## src/hkf_pkg.sv

```systemverilog
`default_nettype none

package hkf_pkg;

	// configuration port
	localparam int CFG_IDX_W  = 2;
	localparam int CFG_DATA_W = 47;

	localparam int SP_W   = 37;
	localparam int GRAV_W = 41;
	localparam int RN_W   = 47;
	localparam int PN_W   = 37;

	localparam logic [SP_W-1:0]   SP_RESET   = 37'd68719477;
	localparam logic [GRAV_W-1:0] GRAV_RESET = 41'd674138066780;
	localparam logic [RN_W-1:0]   RN_RESET   = 47'd2061584302080;
	localparam logic [PN_W-1:0]   PN_RESET   = 37'd68719477;

	typedef enum logic [CFG_IDX_W-1:0] {
		CFG_SAMPLE_PERIOD,
		CFG_GRAVITY,
		CFG_MEAS_NOISE,
		CFG_PROC_NOISE
	} cfg_idx_t;

	// top-level sequencer
	typedef enum logic [1:0] {
		SQ_IDLE,
		SQ_ISSUE,
		SQ_WAIT,
		SQ_DONE
	} seq_state_t;

	// one shared-unit operation per step
	typedef enum logic [4:0] {
		ST_TXAX,
		ST_TYAY,
		ST_TZAZ,
		ST_B1,
		ST_B0,
		ST_X0B,
		ST_M00,
		ST_M01,
		ST_PB00,
		ST_G0,
		ST_G1,
		ST_POS,
		ST_VEL,
		ST_C0,
		ST_C1,
		ST_C2,
		ST_C3
	} step_t;

	// shared arithmetic unit
	typedef enum logic [1:0] {
		AS_IDLE,
		AS_MUL,
		AS_DIV,
		AS_FIN
	} alu_state_t;

	typedef enum logic {
		OP_MUL,
		OP_DIV
	} alu_op_t;

	typedef struct packed {
		logic    start;
		alu_op_t op;
	} alu_req_t;

endpackage

`default_nettype wire

```

## src/hkf_alu.sv

```systemverilog
`default_nettype none

module hkf_alu #(
	parameter int DW   = 48,
	parameter int FRAC = 36
) (
	input  logic                 clk,
	input  logic                 arst_n,
	input  hkf_pkg::alu_req_t    req,
	input  logic signed [DW-1:0] opa,
	input  logic signed [DW-1:0] opb,
	output logic                 done,
	output logic signed [DW-1:0] result
);
	import hkf_pkg::*;

	localparam int DIG  = 8;
	localparam int PW   = 2 * DW;
	localparam int NDIG = (DW + DIG - 1) / DIG;
	localparam int YW   = NDIG * DIG;
	localparam int NW   = DW + FRAC;
	localparam int CW   = $clog2(NW + 1);

	localparam logic [DW-1:0] WMAX = {1'b0, {(DW-1){1'b1}}};
	localparam logic [DW-1:0] WMIN = {1'b1, {(DW-1){1'b0}}};
	localparam logic [PW:0]   HALF = (PW+1)'(1) << (FRAC - 1);

	alu_state_t      state_q, state_d;
	alu_op_t         op_q;
	logic            neg_q;
	logic            zden_q;
	logic            done_q;
	logic [PW-1:0]   x_q;
	logic [YW-1:0]   y_q;
	logic [PW-1:0]   p_q;
	logic [DW-1:0]   d_q;
	logic [DW-1:0]   rem_q;
	logic [NW-1:0]   nq_q;
	logic [CW-1:0]   cnt_q;
	logic [DW-1:0]   res_q;

	logic [DW-1:0]   mag_a, mag_b;
	logic [DW:0]     trial, trial_sub;
	logic            trial_ge;
	logic [PW:0]     rnd;
	logic            fin_ovf;
	logic [DW-1:0]   fin_mag;
	logic [DW-1:0]   fin_res;

	function automatic logic [DW-1:0] mag(input logic [DW-1:0] v);
		return v[DW-1] ? DW'(-v) : v;
	endfunction

	assign mag_a = mag(opa);
	assign mag_b = mag(opb);

	// restoring divide, one quotient bit a cycle
	assign trial     = {rem_q, nq_q[NW-1]};
	assign trial_ge  = trial >= {1'b0, d_q};
	assign trial_sub = trial - {1'b0, d_q};

	// round half away from zero on the magnitude, then saturate
	assign rnd = ({1'b0, p_q} + HALF) >> FRAC;

	always_comb begin
		if (op_q == OP_MUL) begin
			fin_ovf = |rnd[PW:DW];
			fin_mag = rnd[DW-1:0];
		end else begin
			fin_ovf = |nq_q[NW-1:DW];
			fin_mag = nq_q[DW-1:0];
		end
		if (fin_ovf) begin
			fin_res = neg_q ? WMIN : WMAX;
		end else if (!neg_q) begin
			fin_res = fin_mag[DW-1] ? WMAX : fin_mag;
		end else if (fin_mag[DW-1] && |fin_mag[DW-2:0]) begin
			fin_res = WMIN;
		end else begin
			fin_res = DW'(-fin_mag);
		end
	end

	always_comb begin
		state_d = state_q;
		unique case (state_q)
			AS_IDLE: begin
				if (req.start) begin
					if (req.op == OP_MUL) begin
						state_d = AS_MUL;
					end else if (opb == '0) begin
						state_d = AS_FIN;
					end else begin
						state_d = AS_DIV;
					end
				end
			end
			AS_MUL: begin
				if (cnt_q == CW'(NDIG - 1)) state_d = AS_FIN;
			end
			AS_DIV: begin
				if (cnt_q == CW'(NW - 1)) state_d = AS_FIN;
			end
			AS_FIN: begin
				state_d = AS_IDLE;
			end
			default: state_d = AS_IDLE;
		endcase
	end

	always_ff @(posedge clk or negedge arst_n) begin
		if (!arst_n) begin
			state_q <= AS_IDLE;
			done_q  <= 1'b0;
		end else begin
			state_q <= state_d;
			done_q  <= (state_q == AS_FIN);
		end
	end

	always_ff @(posedge clk) begin
		unique case (state_q)
			AS_IDLE: begin
				if (req.start) begin
					op_q   <= req.op;
					neg_q  <= opa[DW-1] ^ opb[DW-1];
					cnt_q  <= '0;
					zden_q <= (opb == '0);
					x_q    <= PW'(mag_a);
					y_q    <= YW'(mag_b);
					p_q    <= '0;
					d_q    <= mag_b;
					rem_q  <= '0;
					nq_q   <= NW'(mag_a) << FRAC;
					// zero denominator: saturate by numerator sign
					if (opa[DW-1]) begin
						res_q <= WMIN;
					end else if (opa != '0) begin
						res_q <= WMAX;
					end else begin
						res_q <= '0;
					end
				end
			end
			AS_MUL: begin
				p_q   <= p_q + x_q * PW'(y_q[DIG-1:0]);
				x_q   <= x_q << DIG;
				y_q   <= y_q >> DIG;
				cnt_q <= cnt_q + CW'(1);
			end
			AS_DIV: begin
				rem_q <= trial_ge ? trial_sub[DW-1:0] : trial[DW-1:0];
				nq_q  <= {nq_q[NW-2:0], trial_ge};
				cnt_q <= cnt_q + CW'(1);
			end
			AS_FIN: begin
				if (!(op_q == OP_DIV && zden_q)) res_q <= fin_res;
			end
			default: ;
		endcase
	end

	assign done   = done_q;
	assign result = res_q;

endmodule

`default_nettype wire

```

## config.mk

```make
export PLATFORM = sky130hd
export DESIGN_NAME = hkf_alu
export DESIGN_NICKNAME = d
export VERILOG_FILES = /design/src/hkf_pkg.sv /design/src/hkf_alu.sv
export SDC_FILE = /design/constraint.sdc
export NUM_CORES = 2
export LEC_CHECK = 0
export BUFFER_PORTS_ARGS = -buffer_cell sky130_fd_sc_hd__buf_2
export CAP_MARGIN = 10
export CORE_MARGIN = 2
export CORE_UTILIZATION = 45
export CTS_CLUSTER_SIZE = 16
export DETAILED_ROUTE_END_ITERATION = 6
export GPL_ROUTABILITY_DRIVEN = 0
export PLACE_DENSITY = 0.64
export SYNTH_ARGS = -nofsm -noshare
export SYNTH_HDL_FRONTEND = slang
export SYNTH_SLANG_ARGS = --single-unit
export TNS_END_PERCENT = 1
```

## constraint.sdc

```tcl
create_clock -name clk -period 22.4 [get_ports clk]
set_clock_uncertainty 0.1 [all_clocks]
set_input_delay 1.12 -clock clk [delete_from_list [all_inputs] [get_ports clk]]
set_output_delay 1.12 -clock clk [all_outputs]
set_load 0.03 [all_outputs]
```

==> flow_summary.yaml <==
clocking:
  h-tree-depth: 2
  post_cts_buffers: 0
  cts_tree: "yes"
  ctsLongestPathBuffers: 3
  cts_buffers: 60
  cts_root_buf: "clkbuf_16"
  clock_latency_ps: 720
  cts.sinks: 481
  path_clk_slew_ps: 70
  cts_resized: 0
  cts_hold_buf: 0
route:
  routed_wl_um: 155300
  drc: 1
  vias: 40550
  drtIter0Drc: 3819
  drt.antenna.violating_nets: 0
  vias_per_cell: 5.690
  drt_first_pass_iters: 7
  wl_per_cell_um: 21.79
synthesis:
  ys_ff_latch: 481
  syn_nets: 6431
  synth_top_family_by_area: "adder cells"
  synth_top_area_share: 0.2728
  synth_edf_count: 478
  syn_area_um2: 52610
  synth_cell_type_count: 82
  yosysSeqAreaShare: 0.2742
  synthArstFlopShare: 0.006237
  synth-compound-area-share: 0.09769
  synth.area.top_cells: "edfxtp_1 (27%), fa_1 (24%), and2_1 (7.4%)"
  syn_area_per_cell_um2: 9.509
  synth_xor_area_frac: 0.04678
  synth_area_leader_cell: "edfxtp_1"
  yosys_most_used_dff: "edfxtp_1"
  synthAdderAreaFrac: 0.2804
  synth_simple_gate_area_frac: 0.1867
  syn_inst: 5533
  synthMuxAreaShare: 0.03527
  yosys_warnings: 0
sta:
  relSlewSlack: 0.1862
  layout_setup_ws_ps: 13730
  fin_tns_setup_ps: 0
  hold_ws_ps: 123.8
  min_period_over_period: 0.3870
  worst_pin_slew_ps: 1190
  fin_crit_ps: 8668
  finalSetupViolCount: 0
  drv_slew: 0
  fmax_mhz: 115.4
  hold_viol_final: 0
  rsz0062_at_grt: "no"
grt:
  grt_pass1_vias: 40730
  gr-usage-all-layers: 0.2622
  grt_pass1_wl_um: 244200
  grt.overflow.total: 0
  antenna_found_initial: 9
  grt_max_degree: 153
min_path:
  holdCritPathClass: "input port to async pin"
setup_path:
  cp-start-kind: "register"
  cp-startpoint: "y_q[6]"
  crit_required_ps: 22730
  cp-end-kind: "register"
  cp.arrival_ps: 9000
  cp_max_fo: 61
  crit_type: "register to register"
  rrSetupSlack_ps: 13730
  rr_startpoint: "y_q[6]"
die:
  fp.dieW_um: 345.9
  die_area_um2: 119700
  core-area_um2: 116000
  die_h_um: 345.9
  num_io_pins: 149
  start_util: 0.4534
  rows: 125
placement:
  placed_cell_area_um2: 54770
  pre_cts_slack_ps: 13990
  port-buffer-count: 148
  place_hpwl_um: 116200
finish:
  fin_area_um2: 56880
  area_delta_synth_final_pct: 8.114
  final_nets: 6444
  drive_gt1_frac: 0.08238
status:
  violations: "design-rule violations"
  status: "finished with violations"
flow_run:
  cap_viol_max_count: 0
## stage by stage
step | cells | util
after floorplan | 5533 | -
after global placement | 7008 | 0.4720
after detailed placement | 7008 | 0.4720
after CTS | 7120 | 0.4900
after global routing | 7121 | 0.4900
final | 7126 | 0.4902
## kinds of logic (layout without fill, tap and decap cells)
group,after synthesis,in the layout
AO/OA/AOI/OAI,809,809
XOR/XNOR,281,281
adder cells (fa/ha/maj),798,798
buffers and inverters,1104,1167
flip-flops,481,481
multiplexers,170,170
other,0,6
AND/OR/NAND/NOR,1890,1890
## critical path, cell delays in order (launching register included)
cell	delay, ps
edfxtp_1	340
buf_4	350
buf_4	710
nand2_1	170
fa_1	530
fa_1	560
inv_1	60
fa_1	540
inv_1	70
fa_1	530
inv_1	40
ha_1	370
o211a_1	170
o31ai_1	100
a211oi_1	380
o31ai_1	240
a21oi_1	500
a31oi_1	280
o41ai_1	940
a31oi_1	520
o41ai_1	580
xnor2_1	190
nor2_1	60
## area by class of cell
type | instances | area (µm²)
diodes | 6 | 15.01
multi-input cells | 3948 | 34120
flip-flops and latches | 481 | 14430
clock buffers | 63 | 1523
fillers | 10790 | 59170
clock inverters | 49 | 568.0
inverters | 864 | 3249
repair buffers | 191 | 1076
well taps | 1524 | 1907
## placed cells by master (no fill, tap or decap), types with 70 or more instances in the layout
master    count
nor2_1      305
nand3_1      83
edfxtp_1    478
xor2_1       73
inv_1       861
fa_1        635
a21oi_1     233
nand2_1     482
nor3_1       70
o21ai_0     193
ha_1        161
xnor2_1     208
mux2_2      123
buf_2       148
a21o_1       77
and2_1      624
nand4_1      78
## registers in the layout, indices dropped and copies added (netlist names), 2 cells and up
name,flops
p_q,96
x_q,96
nq_q,84
d_q,48
rem_q,48
result,48
y_q,48
cnt_q,7
state_q,2
## Yosys cell counts (70+ instances only)
cell type    n
a21oi_1    233
and2_1     624
nor2_1     305
clkbuf_1   212
nand3_1     83
ha_1       163
inv_1      862
xor2_1      73
nor3_1      70
nand2_1    482
fa_1       635
nand4_1     78
a21o_1      77
mux2_2     123
edfxtp_1   478
xnor2_1    208
o21ai_0    196
## final timing paths
path	to	cells after the start
setup / recovery	p_q[91]	22
hold / removal	state_q[0]	1
setup reg to reg	p_q[91]	22
hold reg to reg	nq_q[29]	1
max in group asynchronous	state_q[1]	1
min in group clk	nq_q[29]	1
## routing by layer
layer	GRT usage	vias up	share of wire	wire, µm
li1	-	18220	-	-
met1	0.3746	20390	0.44	67820
met3	0.05205	233	0.088	13670
met2	0.4062	1711	0.45	69470
met4	0.07210	4	0.028	4309
met5	0	-	0.00018	28
Power is left out: the tool's default activity adds up to more than one toggle a clock period on the data nets, which glitch-free logic cannot reach.
